--- src/hdl/tcw_pkg.sv ---
package tcw_pkg;

  localparam int COLUMNS = 80;
  localparam int ROWS    = 25;
  localparam int CELLS   = COLUMNS * ROWS;
  localparam int ADDR_W  = $clog2(CELLS);

  localparam int MODE_W = 2;
  localparam int CHAR_W = 8;
  localparam int ATTR_W = 8;
  localparam int COL_W  = 7;
  localparam int ROW_W  = 5;
  localparam int CELL_W = CHAR_W + ATTR_W;

  localparam int IN_DATA_W  = 24;
  localparam int OUT_DATA_W = 32;

  localparam logic [CHAR_W-1:0] SPACE_CHAR   = 8'd32;
  localparam logic [CHAR_W-1:0] NEWLINE_CHAR = 8'd10;
  localparam logic [CHAR_W-1:0] NULL_CHAR    = 8'd0;
  localparam logic [ATTR_W-1:0] RESET_ATTR   = 8'd7;

  localparam logic [COL_W-1:0] LAST_COL = COL_W'(COLUMNS - 1);
  localparam logic [ROW_W-1:0] LAST_ROW = ROW_W'(ROWS - 1);

  typedef enum logic [MODE_W-1:0] {
    MODE_PUT   = 2'd0,
    MODE_CLEAR = 2'd1,
    MODE_MOVE  = 2'd2,
    MODE_READ  = 2'd3
  } mode_t;

  typedef enum logic [2:0] {
    ST_INIT,
    ST_INIT_WAIT,
    ST_IDLE,
    ST_SWEEP,
    ST_RESP
  } state_t;

  typedef struct packed {
    logic              start;
    logic              scroll;
    logic [CELL_W-1:0] fill;
  } sweep_cmd_t;

  typedef struct packed {
    logic busy;
    logic done;
  } sweep_sts_t;

  typedef struct packed {
    logic              we;
    logic [ADDR_W-1:0] waddr;
    logic [CELL_W-1:0] wdata;
    logic              re;
    logic [ADDR_W-1:0] raddr;
  } ram_req_t;

endpackage

--- src/hdl/tcw_sweep.sv ---
// Walks every cell once: a fill, or a scroll that copies each cell from one
// row below and fills the last row. Each copy write lands in the cycle after its read.
module tcw_sweep (
  input  logic                      clk,
  input  logic                      rst_n,
  input  tcw_pkg::sweep_cmd_t       cmd,
  input  logic [tcw_pkg::CELL_W-1:0] rd_data,
  output tcw_pkg::sweep_sts_t       sts,
  output tcw_pkg::ram_req_t         req
);
  import tcw_pkg::*;

  localparam logic [ADDR_W-1:0] LAST_CELL = ADDR_W'(CELLS - 1);
  localparam logic [ADDR_W-1:0] COPY_END  = ADDR_W'(CELLS - COLUMNS);

  logic              active_r, active_nxt;
  logic              wr_v_r, wr_v_nxt;
  logic              scroll_r;
  logic [CELL_W-1:0] fill_r;
  logic [ADDR_W-1:0] cnt_r, cnt_nxt;
  logic [ADDR_W-1:0] wr_addr_r;
  logic              wr_copy_r;
  logic              wr_last_r;
  logic              copy;

  assign copy = scroll_r && (cnt_r < COPY_END);

  always_comb begin
    active_nxt = active_r && (cnt_r != LAST_CELL);
    cnt_nxt    = active_r ? cnt_r + 1'b1 : cnt_r;
    wr_v_nxt   = active_r;
    if (cmd.start) begin
      active_nxt = 1'b1;
      cnt_nxt    = '0;
    end
  end

  always_ff @(posedge clk) begin
    if (!rst_n) begin
      active_r <= 1'b0;
      wr_v_r   <= 1'b0;
    end else begin
      active_r <= active_nxt;
      wr_v_r   <= wr_v_nxt;
    end
  end

  always_ff @(posedge clk) begin
    cnt_r     <= cnt_nxt;
    wr_addr_r <= cnt_r;
    wr_copy_r <= copy;
    wr_last_r <= (cnt_r == LAST_CELL);
    if (cmd.start) begin
      scroll_r <= cmd.scroll;
      fill_r   <= cmd.fill;
    end
  end

  // raddr overflows only past the copy region, where re is low
  always_comb begin
    req.re    = active_r && copy;
    req.raddr = cnt_r + ADDR_W'(COLUMNS);
    req.we    = wr_v_r;
    req.waddr = wr_addr_r;
    req.wdata = wr_copy_r ? rd_data : fill_r;
  end

  assign sts.busy = active_r || wr_v_r;
  assign sts.done = wr_v_r && wr_last_r;

endmodule

--- config.mk ---
export PLATFORM = sky130hd
export DESIGN_NAME = tcw_sweep
export DESIGN_NICKNAME = d
export VERILOG_FILES = /design/src/hdl/tcw_pkg.sv /design/src/hdl/tcw_sweep.sv
export SDC_FILE = /design/constraint.sdc
export NUM_CORES = 1
export LEC_CHECK = 0
export BUFFER_PORTS_ARGS = -buffer_cell sky130_fd_sc_hd__clkbuf_2
export CAP_MARGIN = 30
export CORE_MARGIN = 2
export CORE_UTILIZATION = 46
export DETAILED_ROUTE_END_ITERATION = 8
export PLACE_DENSITY = 0.79
export SKIP_LAST_GASP = 1
export SYNTH_ARGS = -nofsm -noshare
export SYNTH_HDL_FRONTEND = slang
export SYNTH_SLANG_ARGS = --single-unit
--- constraint.sdc ---
create_clock -name clk -period 1.55 [get_ports clk]
set_input_delay 0.0775 -clock clk [delete_from_list [all_inputs] [get_ports clk]]
set_output_delay 0.0775 -clock clk [all_outputs]
set_load 0.02 [all_outputs]
==> results of run 1 <==
-- flip-flops by register name, indices dropped and copies added, names as in the netlist --
name,count
active_r,1
cnt_r,11
fill_r,16
scroll_r,1
wr_addr_r,11
wr_copy_r,1
wr_last_r,1
wr_v_r,1
-- layout make-up --
class	count	area (um^2)
clock buffer	7	76.3
clock inverter	1	5.00
fill	248	950
inverter	5	18.8
multi-input combinational	77	612
sequential	43	1050
tap	46	57.6
timing repair buffer	104	644
-- layout by cell type (no fill, tap or decap), drive strengths merged --
cell type and count:
a21oi 6, and2 2, and3 1, buf 12, clkbuf 81, clkinv 1, dfxtp 26, dlygate4sd3 18
edfxtp 17, ha 3, inv 5, mux2 17, mux2i 1, nand2 6, nand3 5, nand4 3
nor2 7, nor2b 1, nor3 1, nor4 1, o21ai 4, o21bai 1, o31ai 3, or2 1
or3 2, or4 3, xnor2 6, xor2 3
-- synthesized netlist by cell type (2+ instances only) --
cell / n
sky130_fd_sc_hd__edfxtp_1: 17
sky130_fd_sc_hd__buf_4: 5
sky130_fd_sc_hd__or4_1: 3
sky130_fd_sc_hd__ha_1: 3
sky130_fd_sc_hd__buf_2: 3
sky130_fd_sc_hd__a21oi_1: 6
sky130_fd_sc_hd__nand3_1: 4
sky130_fd_sc_hd__inv_1: 5
sky130_fd_sc_hd__o31ai_1: 3
sky130_fd_sc_hd__nand4_1: 3
sky130_fd_sc_hd__o21ai_0: 4
sky130_fd_sc_hd__xnor2_1: 6
sky130_fd_sc_hd__dfxtp_1: 26
sky130_fd_sc_hd__xor2_1: 3
sky130_fd_sc_hd__nand2_1: 6
sky130_fd_sc_hd__and2_1: 2
sky130_fd_sc_hd__mux2_2: 17
sky130_fd_sc_hd__nor2_1: 7
-- power by group through the flow --
stage	combinational (mW)	sequential, mW	clock (mW)
after floorplan	0.182	1.28	0
after global placement	0.304	1.28	0
after detailed placement	0.309	1.28	0
after CTS	0.346	1.26	0.671
after global routing	0.374	1.26	0.723
final	0.344	1.25	0.652
-- through the flow --
step                      TNS [ps]  total power, mW  hold slack (ps)  area [um^2]  util (%)
final                            0             2.24              303         2470      72.2
after global routing         -47.8             2.35              323         2470      72.2
after CTS                    -7.29             2.27              298         2420      70.8
after detailed placement         0             1.59              256         2130      62.3
after global placement           0             1.58              255         2130      62.3
after floorplan                  0             1.47              176         1680         -
-- how the worst max path moves through the flow --
| stage | startpoint | to | slack (ps) | cells past startpoint |
|---|---|---|---|---|
| 2_1_floorplan | cnt_r[0]$_SDFFE_PP0P_ | cnt_r[6]$_SDFFE_PP0P_ | 190 | 4 |
| 3_3_place_gp | cnt_r[5]$_SDFFE_PP0P_ | cnt_r[10]$_SDFFE_PP0P_ | 120 | 4 |
| 3_5_place_dp | cnt_r[5]$_SDFFE_PP0P_ | cnt_r[8]$_SDFFE_PP0P_ | 40 | 4 |
| 4_1_cts | cnt_r[5]$_SDFFE_PP0P_ | req[8] | -7 | 4 |
| 5_1_grt | cnt_r[0]$_SDFFE_PP0P_ | cnt_r[8]$_SDFFE_PP0P_ | -40 | 4 |
| 6_report | cnt_r[6]$_SDFFE_PP0P_ | req[9] | 60 | 5 |
-- routing by layer --
metal | part of all wire, % | routed length (um)
met5 | 0 | 0
met4 | 1.9 | 66
met3 | 6.9 | 237
met2 | 51 | 1740
met1 | 41 | 1400
-- kinds of logic after synthesis --
logic type	count (synthesis)	synth area share [%]
buf+inv	15	4.68
compound gates	14	4.76
mux	18	12.0
fa+ha+maj	3	2.23
flops	43	61.2
xor+xnor	9	4.68
simple gates	33	10.5
-- worst register-to-register path, stage by stage (launching register included) --
cell and delay (ps):
sky130_fd_sc_hd__dfxtp_1 400, sky130_fd_sc_hd__ha_2 220, sky130_fd_sc_hd__nand3_1 150, sky130_fd_sc_hd__or4_1 440, sky130_fd_sc_hd__a21oi_1 180
-- timing repair --
action | CTS | global route
gates resized for setup | 13 | 15
pin swaps | 1 | 0
buffers inserted | 0 | 1
hold endpoints to repair | 19 | 0
hold buffers | 18 | 0
endpoints found under the setup margin | 5 | 22
==> flow_summary.html, run 1 <==
<table>
<tr><th>Metric</th><th>Value</th></tr>
<tr><th colspan="2">Outcome</th></tr>
<tr><td>Result of the run</td><td>completed</td></tr>
<tr><th colspan="2">STA</th></tr>
<tr><td>Max Transition Viols Final</td><td>0</td></tr>
<tr><td>Fin crit period</td><td>1490 ps</td></tr>
<tr><td>Transition at the pin with the smallest max-transition slack</td><td>491 ps</td></tr>
<tr><td>Crit path setup slack, layout</td><td>55.6 ps</td></tr>
<tr><td>RSZ-0062 raised after global routing</td><td>true</td></tr>
<tr><td>Final-report hold violation count</td><td>0</td></tr>
<tr><td>Slew margin rel.</td><td>67.2%</td></tr>
<tr><td>Ratio of final minimum period to clock period</td><td>96.4%</td></tr>
<tr><td>Worst clock skew</td><td>9.00 ps</td></tr>
<tr><td>Finish-stage setup viols</td><td>0</td></tr>
<tr><td>Fmax</td><td>0.669 GHz</td></tr>
<tr><th colspan="2">Floorplanning</th></tr>
<tr><td>Core outline area</td><td>3420 um^2</td></tr>
<tr><td>Die boundary height</td><td>64.5 um</td></tr>
<tr><td>DIE AREA</td><td>4160 um^2</td></tr>
<tr><td>Initial Utilization</td><td>49.3%</td></tr>
<tr><td>IO Count</td><td>78</td></tr>
<tr><td>Row count</td><td>21</td></tr>
<tr><td>Die Span X</td><td>64.5 um</td></tr>
<tr><th colspan="2">Clocking</th></tr>
<tr><td>CTS tree</td><td>built</td></tr>
<tr><td>Maximum count of clock buffers along a single path</td><td>2</td></tr>
<tr><td>Inserted Clock Buffers</td><td>5</td></tr>
<tr><td>Total number of H-tree levels</td><td>2</td></tr>
<tr><td>Number of clock sinks seen by CTS</td><td>43</td></tr>
<tr><td>CTS root buf</td><td>sky130_fd_sc_hd__clkbuf_4</td></tr>
<tr><td>Insertion delay to the later sink of the worst-skew pair</td><td>340 ps</td></tr>
<tr><td>Post-CTS clock slew at the launch and capture registers of the worst setup and hold paths</td><td>110 ps</td></tr>
<tr><th colspan="2">Worst hold path</th></tr>
<tr><td>Cell depth of the worst hold path</td><td>1</td></tr>
<tr><td>Hold path startpoint</td><td>cmd[17]</td></tr>
<tr><td>Hold worst-path end</td><td>fill_r[13]$_DFFE_PP_</td></tr>
<tr><td>Class of the tightest hold or removal check</td><td>input port to flop</td></tr>
<tr><th colspan="2">Power</th></tr>
<tr><td>Power per unit of standard cell area</td><td>910 nW/um^2</td></tr>
<tr><td>P_int</td><td>1.71 mW</td></tr>
<tr><td>Gate power share</td><td>15.3%</td></tr>
<tr><td>IR Drop Worst-Case VDD</td><td>0.583 mV</td></tr>
<tr><td>Clock network fraction of total power</td><td>29.0%</td></tr>
<tr><td>Switching Power</td><td>533 uW</td></tr>
<tr><td>Reported leakage power</td><td>1.07 nW</td></tr>
<tr><td>Proportion of power drawn by flip-flops and latches</td><td>55.6%</td></tr>
<tr><td>Switching fraction of total power</td><td>23.7%</td></tr>
<tr><th colspan="2">GRT</th></tr>
<tr><td>Met2 layer usage reported by global route</td><td>29.4%</td></tr>
<tr><td>Met3 routing resource usage after global routing</td><td>5.03%</td></tr>
<tr><td>Via count of the first global-routing pass</td><td>1,232</td></tr>
<tr><td>Met1 usage</td><td>18.8%</td></tr>
<tr><td>Wire length of the first global-routing pass</td><td>5350 um</td></tr>
<tr><td>Overflow left after global routing</td><td>0</td></tr>
<tr><td>Pin count of the biggest net entering global routing</td><td>22</td></tr>
<tr><td>Initial antenna violation count</td><td>0</td></tr>
<tr><td>Routing layer with the top usage in global route</td><td>met2</td></tr>
<tr><td>All-Layer GR Usage</td><td>16.9%</td></tr>
<tr><th colspan="2">Route</th></tr>
<tr><td>Total vias in the final route</td><td>1,337</td></tr>
<tr><td>Avg WL per Cell</td><td>12.1 um</td></tr>
<tr><td>Post-detailed-route count of antenna-violating nets</td><td>0</td></tr>
<tr><td>Remaining design rule violation count</td><td>0</td></tr>
<tr><td>Average via count per standard cell</td><td>4.72</td></tr>
<tr><td>First-pass DRT Iterations</td><td>5</td></tr>
<tr><td>Total detailed-routing wirelength</td><td>3440 um</td></tr>
<tr><td>Number of violations reported at the end of detailed-routing iteration 0</td><td>60</td></tr>
<tr><th colspan="2">Setup path</th></tr>
<tr><td>Crit path required time</td><td>1470 ps</td></tr>
<tr><td>Critical path launch point type</td><td>flop</td></tr>
<tr><td>FF-to-FF setup slack</td><td>80 ps</td></tr>
<tr><td>Master of the slowest instance on the critical path</td><td>sky130_fd_sc_hd__dfxtp_2</td></tr>
<tr><td>R2r startpoint</td><td>cnt_r[0]$_SDFFE_PP0P_</td></tr>
<tr><td>Highest net fanout along the worst path</td><td>7</td></tr>
<tr><td>Crit path max-delay family</td><td>flip-flops</td></tr>
<tr><td>Ordered list of cells on the worst path</td><td>buf_4 &gt; a21oi_4 &gt; nor2_2 &gt; xor2_1 &gt; buf_4</td></tr>
<tr><td>Worst stage delay on the critical path</td><td>350 ps</td></tr>
<tr><td>Buffers and inverters on the worst path</td><td>2</td></tr>
<tr><td>Critical Path AT</td><td>1420 ps</td></tr>
<tr><td>Kind of end point of the critical path</td><td>output port</td></tr>
<tr><td>WS Path Type</td><td>flop to output port</td></tr>
<tr><td>Capture instance of the worst register-to-register path</td><td>cnt_r[8]$_SDFFE_PP0P_</td></tr>
<tr><td>Cell seen most often among critical-path stages</td><td>sky130_fd_sc_hd__buf_4</td></tr>
<tr><td>Worst r2r path cells</td><td>4</td></tr>
<tr><th colspan="2">Place</th></tr>
<tr><td>Worst slack at placement</td><td>36.0 ps</td></tr>
<tr><td># port buffers</td><td>77</td></tr>
<tr><td>Final RePlAce weighted congestion</td><td>0.815</td></tr>
<tr><td>Placed instance count</td><td>256</td></tr>
<tr><td>Total half-perimeter wirelength after legalization and detailed placement</td><td>2420 um</td></tr>
<tr><th colspan="2">Yosys</th></tr>
<tr><td>FF+latch count, synth</td><td>43</td></tr>
<tr><td>Cells after synthesis</td><td>135</td></tr>
<tr><td>Top post-synthesis cells by area</td><td>sky130_fd_sc_hd__dfxtp_1, sky130_fd_sc_hd__edfxtp_1, sky130_fd_sc_hd__mux2_2</td></tr>
<tr><td>Largest area contributor in the synthesized netlist</td><td>sky130_fd_sc_hd__dfxtp_1</td></tr>
<tr><td>Fraction of registers with async set/reset</td><td>0%</td></tr>
<tr><td>Syn Std Cell Area</td><td>1680 um^2</td></tr>
<tr><td>Post-synthesis sequential area ratio</td><td>61.2%</td></tr>
<tr><td>Synth top area share</td><td>30.9%</td></tr>
<tr><td>Post-synth top flop</td><td>sky130_fd_sc_hd__dfxtp_1</td></tr>
<tr><td>Net Count, Synth</td><td>174</td></tr>
<tr><td>Number of flops mapped to enable cells by yosys</td><td>17</td></tr>
<tr><td>Average cell area after synthesis</td><td>12.5 um^2</td></tr>
<tr><td>Yosys cell types</td><td>30</td></tr>
<tr><td>Yosys warnings</td><td>0</td></tr>
<tr><th colspan="2">Cells and area</th></tr>
<tr><td>Total inserted antenna cells</td><td>0</td></tr>
<tr><td>Non-filler cells, final</td><td>283</td></tr>
<tr><td>Share of post-route cells with drive strength above 1</td><td>53.6%</td></tr>
<tr><td>Final net count</td><td>275</td></tr>
<tr><td>Area added between synthesis and finish</td><td>46.4%</td></tr>
<tr><th colspan="2">Job</th></tr>
<tr><td>Total of max-cap violations</td><td>0</td></tr>
</table>
Power figures use the tool's default switching activity.
==> inputs of run 2 (changes only) <==
--- a/config.mk
+++ b/config.mk
@@ -5,10 +5,11 @@
 export SDC_FILE = /design/constraint.sdc
 export NUM_CORES = 1
 export LEC_CHECK = 0
+export ABC_AREA = 1
 export BUFFER_PORTS_ARGS = -buffer_cell sky130_fd_sc_hd__clkbuf_2
-export CAP_MARGIN = 30
+export CAP_MARGIN = 20
 export CORE_MARGIN = 2
-export CORE_UTILIZATION = 46
+export CORE_UTILIZATION = 47
 export DETAILED_ROUTE_END_ITERATION = 8
 export PLACE_DENSITY = 0.79
 export SKIP_LAST_GASP = 1
==> run 2 against run 1 <==
  * Fmax increased by 0.41%
  * Cell count increased by 12%
  * Clock power increased by 53%
  * Highest routed layer unchanged
  * Largest cell class unchanged
  * Combinational power increased by 2%
  * Design area increased by 4.7%
  * Via count increased by 7.4%
  * Largest power group unchanged
==> flow_summary.html, run 2 <==
<table>
<tr><th>Metric</th><th>Value</th></tr>
<tr><th colspan="2">Clocking</th></tr>
<tr><td>CTS tree</td><td>built</td></tr>
<tr><td>CTS root buf</td><td>sky130_fd_sc_hd__clkbuf_8</td></tr>
<tr><td>Post-CTS clock slew at the launch and capture registers of the worst setup and hold paths</td><td>80 ps</td></tr>
<tr><td>Maximum count of clock buffers along a single path</td><td>2</td></tr>
<tr><td>Total number of H-tree levels</td><td>2</td></tr>
<tr><td>Inserted Clock Buffers</td><td>5</td></tr>
<tr><td>Number of clock sinks seen by CTS</td><td>43</td></tr>
<tr><td>Insertion delay to the later sink of the worst-skew pair</td><td>290 ps</td></tr>
<tr><th colspan="2">Power</th></tr>
<tr><td>Power per unit of standard cell area</td><td>1010 nW/um^2</td></tr>
<tr><td>Reported leakage power</td><td>1.23 nW</td></tr>
<tr><td>Post-layout power</td><td>2.61 mW</td></tr>
<tr><td>IR Drop Worst-Case VDD</td><td>0.537 mV</td></tr>
<tr><th colspan="2">Cells and area</th></tr>
<tr><td>Area added between synthesis and finish</td><td>41.0%</td></tr>
<tr><td>Flip-flop count of the largest register after layout</td><td>16</td></tr>
<tr><td>Total non-filler cell area in the finished layout</td><td>2580 um^2</td></tr>
<tr><td>Final net count</td><td>306</td></tr>
<tr><td>Commonest cells after routing, fill and taps aside</td><td>sky130_fd_sc_hd__clkbuf_2, sky130_fd_sc_hd__dfxtp_1, sky130_fd_sc_hd__nand2_1</td></tr>
<tr><td>Most common library cell in the layout ignoring fill and taps</td><td>sky130_fd_sc_hd__clkbuf_2</td></tr>
<tr><td>Biggest registers after layout</td><td>fill_r: 16 flops, cnt_r: 11 flops, wr_addr_r: 11 flops</td></tr>
<tr><td>Count of filler cells inserted in the layout</td><td>275</td></tr>
<tr><td>Share of post-route cells with drive strength above 1</td><td>47.0%</td></tr>
<tr><td>Total inserted antenna cells</td><td>0</td></tr>
<tr><td>Register containing the most flip-flops in the final layout</td><td>fill_r</td></tr>
<tr><th colspan="2">STA</th></tr>
<tr><td>Fmax</td><td>0.672 GHz</td></tr>
<tr><td>Ratio of final minimum period to clock period</td><td>96.0%</td></tr>
<tr><td>Fin crit period</td><td>1490 ps</td></tr>
<tr><td>Crit path setup slack, layout</td><td>61.7 ps</td></tr>
<tr><td>Max Transition Viols Final</td><td>0</td></tr>
<tr><td>Finish-stage setup viols</td><td>0</td></tr>
<tr><td>RSZ-0062 raised after global routing</td><td>true</td></tr>
<tr><td>Worst clock skew</td><td>4.97 ps</td></tr>
<tr><td>Final sum of negative setup slack</td><td>0 ps</td></tr>
<tr><td>Slew margin rel.</td><td>78.1%</td></tr>
<tr><td>Final-report hold violation count</td><td>0</td></tr>
<tr><td>Transition at the pin with the smallest max-transition slack</td><td>328 ps</td></tr>
<tr><th colspan="2">Yosys</th></tr>
<tr><td>FF+latch count, synth</td><td>43</td></tr>
<tr><td>Yosys warnings</td><td>0</td></tr>
<tr><td>Synth top area share</td><td>28.4%</td></tr>
<tr><td>Net Count, Synth</td><td>208</td></tr>
<tr><td>Yosys cell types</td><td>23</td></tr>
<tr><td>Post-synth top flop</td><td>sky130_fd_sc_hd__dfxtp_1</td></tr>
<tr><td>Average cell area after synthesis</td><td>10.8 um^2</td></tr>
<tr><td>Top cell types by occurrence after synthesis</td><td>sky130_fd_sc_hd__dfxtp_1, sky130_fd_sc_hd__nand2_1, sky130_fd_sc_hd__nor2_1, sky130_fd_sc_hd__edfxtp_1, sky130_fd_sc_hd__inv_1</td></tr>
<tr><td>Dominant combinational cell family by area after synthesis</td><td>simple AND/OR/NAND/NOR gates</td></tr>
<tr><td>Top post-synthesis cells by area</td><td>sky130_fd_sc_hd__dfxtp_1, sky130_fd_sc_hd__edfxtp_1, sky130_fd_sc_hd__mux2_4</td></tr>
<tr><td>Largest area contributor in the synthesized netlist</td><td>sky130_fd_sc_hd__dfxtp_1</td></tr>
<tr><td>Multiplexer share of the synthesized area</td><td>11.9%</td></tr>
<tr><td>Adder and majority cell fraction of the synthesized area</td><td>2.05%</td></tr>
<tr><td>Post-Synth XOR/XNOR Area</td><td>1.91%</td></tr>
<tr><td>Post-synthesis sequential area ratio</td><td>56.3%</td></tr>
<tr><td>Fraction of the mapped netlist area in simple logic gates</td><td>16.3%</td></tr>
<tr><td>Area fraction in compound gates after synthesis</td><td>3.55%</td></tr>
<tr><td>Cell with the most instances after synthesis</td><td>sky130_fd_sc_hd__dfxtp_1</td></tr>
<tr><td>Number of flops mapped to enable cells by yosys</td><td>17</td></tr>
<tr><td>Fraction of registers with async set/reset</td><td>0%</td></tr>
<tr><td>Cells after synthesis</td><td>169</td></tr>
<tr><td>Syn Std Cell Area</td><td>1830 um^2</td></tr>
<tr><th colspan="2">Route</th></tr>
<tr><td>Total detailed-routing wirelength</td><td>3830 um</td></tr>
<tr><td>Avg WL per Cell</td><td>12.1 um</td></tr>
<tr><td>Total vias in the final route</td><td>1,436</td></tr>
<tr><td>Average via count per standard cell</td><td>4.54</td></tr>
<tr><td>First-pass DRT Iterations</td><td>4</td></tr>
<tr><td>Post-detailed-route count of antenna-violating nets</td><td>0</td></tr>
<tr><td>Remaining design rule violation count</td><td>0</td></tr>
<tr><td>Number of violations reported at the end of detailed-routing iteration 0</td><td>20</td></tr>
<tr><th colspan="2">Setup path</th></tr>
<tr><td>Count of cell instances traversed by the critical path</td><td>7</td></tr>
<tr><td>Cell seen most often among critical-path stages</td><td>sky130_fd_sc_hd__nor2_2</td></tr>
<tr><td>Critical Path AT</td><td>1410 ps</td></tr>
<tr><td>Crit path max-delay family</td><td>flip-flops</td></tr>
<tr><td>Ordered list of cells on the worst path</td><td>ha_4 &gt; nor2_2 &gt; inv_2 &gt; nand2_2 &gt; nor2_2 &gt; xor2_1 &gt; buf_4</td></tr>
<tr><td>Worst r2r path cells</td><td>6</td></tr>
<tr><td>WS Path Type</td><td>flop to output port</td></tr>
<tr><td>Buffers and inverters on the worst path</td><td>2</td></tr>
<tr><td>Crit path required time</td><td>1470 ps</td></tr>
<tr><td>Worst stage delay on the critical path</td><td>380 ps</td></tr>
<tr><td>Master of the slowest instance on the critical path</td><td>sky130_fd_sc_hd__dfxtp_4</td></tr>
<tr><td>Highest net fanout along the worst path</td><td>5</td></tr>
<tr><td>Kind of end point of the critical path</td><td>output port</td></tr>
<tr><td>Critical path launch point type</td><td>flop</td></tr>
<tr><th colspan="2">GRT</th></tr>
<tr><td>Wire length of the first global-routing pass</td><td>5840 um</td></tr>
<tr><td>Pin count of the biggest net entering global routing</td><td>20</td></tr>
<tr><td>All-Layer GR Usage</td><td>17.9%</td></tr>
<tr><td>Overflow left after global routing</td><td>0</td></tr>
<tr><td>Initial antenna violation count</td><td>0</td></tr>
<tr><td>Via count of the first global-routing pass</td><td>1,316</td></tr>
<tr><th colspan="2">Worst hold path</th></tr>
<tr><td>Cell depth of the worst hold path</td><td>4</td></tr>
<tr><td>Class of the tightest hold or removal check</td><td>input port to flop</td></tr>
<tr><th colspan="2">Place</th></tr>
<tr><td>Total half-perimeter wirelength after legalization and detailed placement</td><td>2690 um</td></tr>
<tr><td># port buffers</td><td>77</td></tr>
<tr><td>Final RePlAce weighted congestion</td><td>0.815</td></tr>
<tr><td>Worst slack at placement</td><td>166 ps</td></tr>
<tr><td>Placed instance area</td><td>2220 um^2</td></tr>
<tr><th colspan="2">Job</th></tr>
<tr><td>Total of max-cap violations</td><td>0</td></tr>
<tr><th colspan="2">Floorplanning</th></tr>
<tr><td>Core outline area</td><td>3720 um^2</td></tr>
<tr><td>Die Span X</td><td>66.4 um</td></tr>
<tr><td>Initial Utilization</td><td>49.3%</td></tr>
<tr><td>IO Count</td><td>78</td></tr>
<tr><td>Row count</td><td>22</td></tr>
<tr><td>DIE AREA</td><td>4410 um^2</td></tr>
<tr><td>Die boundary height</td><td>66.4 um</td></tr>
<tr><th colspan="2">Outcome</th></tr>
<tr><td>Result of the run</td><td>completed</td></tr>
</table>
[run 2: cell types whose count changed in the layout (fill, tap and decap cells not counted), moves of 5 or more]
cell | previous run | this run
sky130_fd_sc_hd__mux2_4 | 0 | 10
sky130_fd_sc_hd__clkbuf_4 | 5 | 0
sky130_fd_sc_hd__nand3_1 | 3 | 10
sky130_fd_sc_hd__nand2_1 | 6 | 20
sky130_fd_sc_hd__inv_1 | 5 | 15
sky130_fd_sc_hd__mux2_2 | 17 | 6
sky130_fd_sc_hd__nor2_1 | 6 | 17
sky130_fd_sc_hd__xnor2_1 | 6 | 1
sky130_fd_sc_hd__nand2_2 | 0 | 5
[run 2: final cells by class]
type	count	area (um^2)	area share (%)
clock buffers	5	68.8	2.66
clock inverters	3	66.3	2.57
inverters	17	63.8	2.47
multi-input cells	99	673	26.1
flip-flops and latches	43	1040	40.2
well taps	48	60.1	2.33
repair buffers	101	613	23.7
[run 2: where the power goes]
part	switching [mW]	leakage [nW]	internal, mW
Combinational	0.178	0.785	0.175
Clock	0.356	0.0687	0.643
Sequential	0.0277	0.380	1.23
[run 2: kinds of logic after synthesis]
kind of cell | after synthesis
AO/OA/AOI/OAI | 13
adder cells (fa/ha/maj) | 3
XOR/XNOR | 4
multiplexers | 16
flip-flops | 43
buffers and inverters | 27
AND/OR/NAND/NOR | 63
[run 2: stage by stage]
| step | cells | hold slack [ps] | util, % |
|---|---|---|---|
| floorplan | 169 | 147 | - |
| global placement | 288 | 255 | 59.9 |
| detailed placement | 288 | 256 | 59.9 |
| CTS | 314 | 222 | 68.9 |
| global route | 316 | 281 | 69.5 |
| finish | 316 | 229 | 69.5 |
[run 2: worst reg2reg max path, cell delays in order (launching register included)]
cell                      delay, ps
sky130_fd_sc_hd__dfxtp_1        430
sky130_fd_sc_hd__ha_1           230
sky130_fd_sc_hd__nand3_1        120
sky130_fd_sc_hd__nor2_2         170
sky130_fd_sc_hd__nand3_1         90
sky130_fd_sc_hd__nand2_1         70
sky130_fd_sc_hd__nor2_1          40
[run 2: repair_timing]
action | in CTS | in global routing
gates resized for setup | 5 | 7
buffers inserted | 0 | 2
pin swaps | 0 | 2
endpoints found under the setup margin | 2 | 3
endpoints found under the hold margin | 19 | 0
hold buffers | 18 | 0
[run 2: path summary, 6_finish.rpt]
path / from / to / slack [ps]
worst min register to register: cnt_r[6]$_SDFFE_PP0P_ / wr_addr_r[6]$_DFF_P_ / 430
worst max-delay path: cnt_r[5]$_SDFFE_PP0P_ / req[10] / 60
worst max register to register: cnt_r[1]$_SDFFE_PP0P_ / cnt_r[8]$_SDFFE_PP0P_ / 290
worst min-delay path: cmd[17] / cnt_r[6]$_SDFFE_PP0P_ / 230
[run 2: metal layers]
layer / GRT usage (%) / wire [um] / up-vias
met4: 4.59 / 36 / 0
li1: - / - / 739
met3: 5.96 / 343 / 6
met5: 0 / 0 / -
met1: 20.6 / 1570 / 629
met2: 31.5 / 1880 / 62
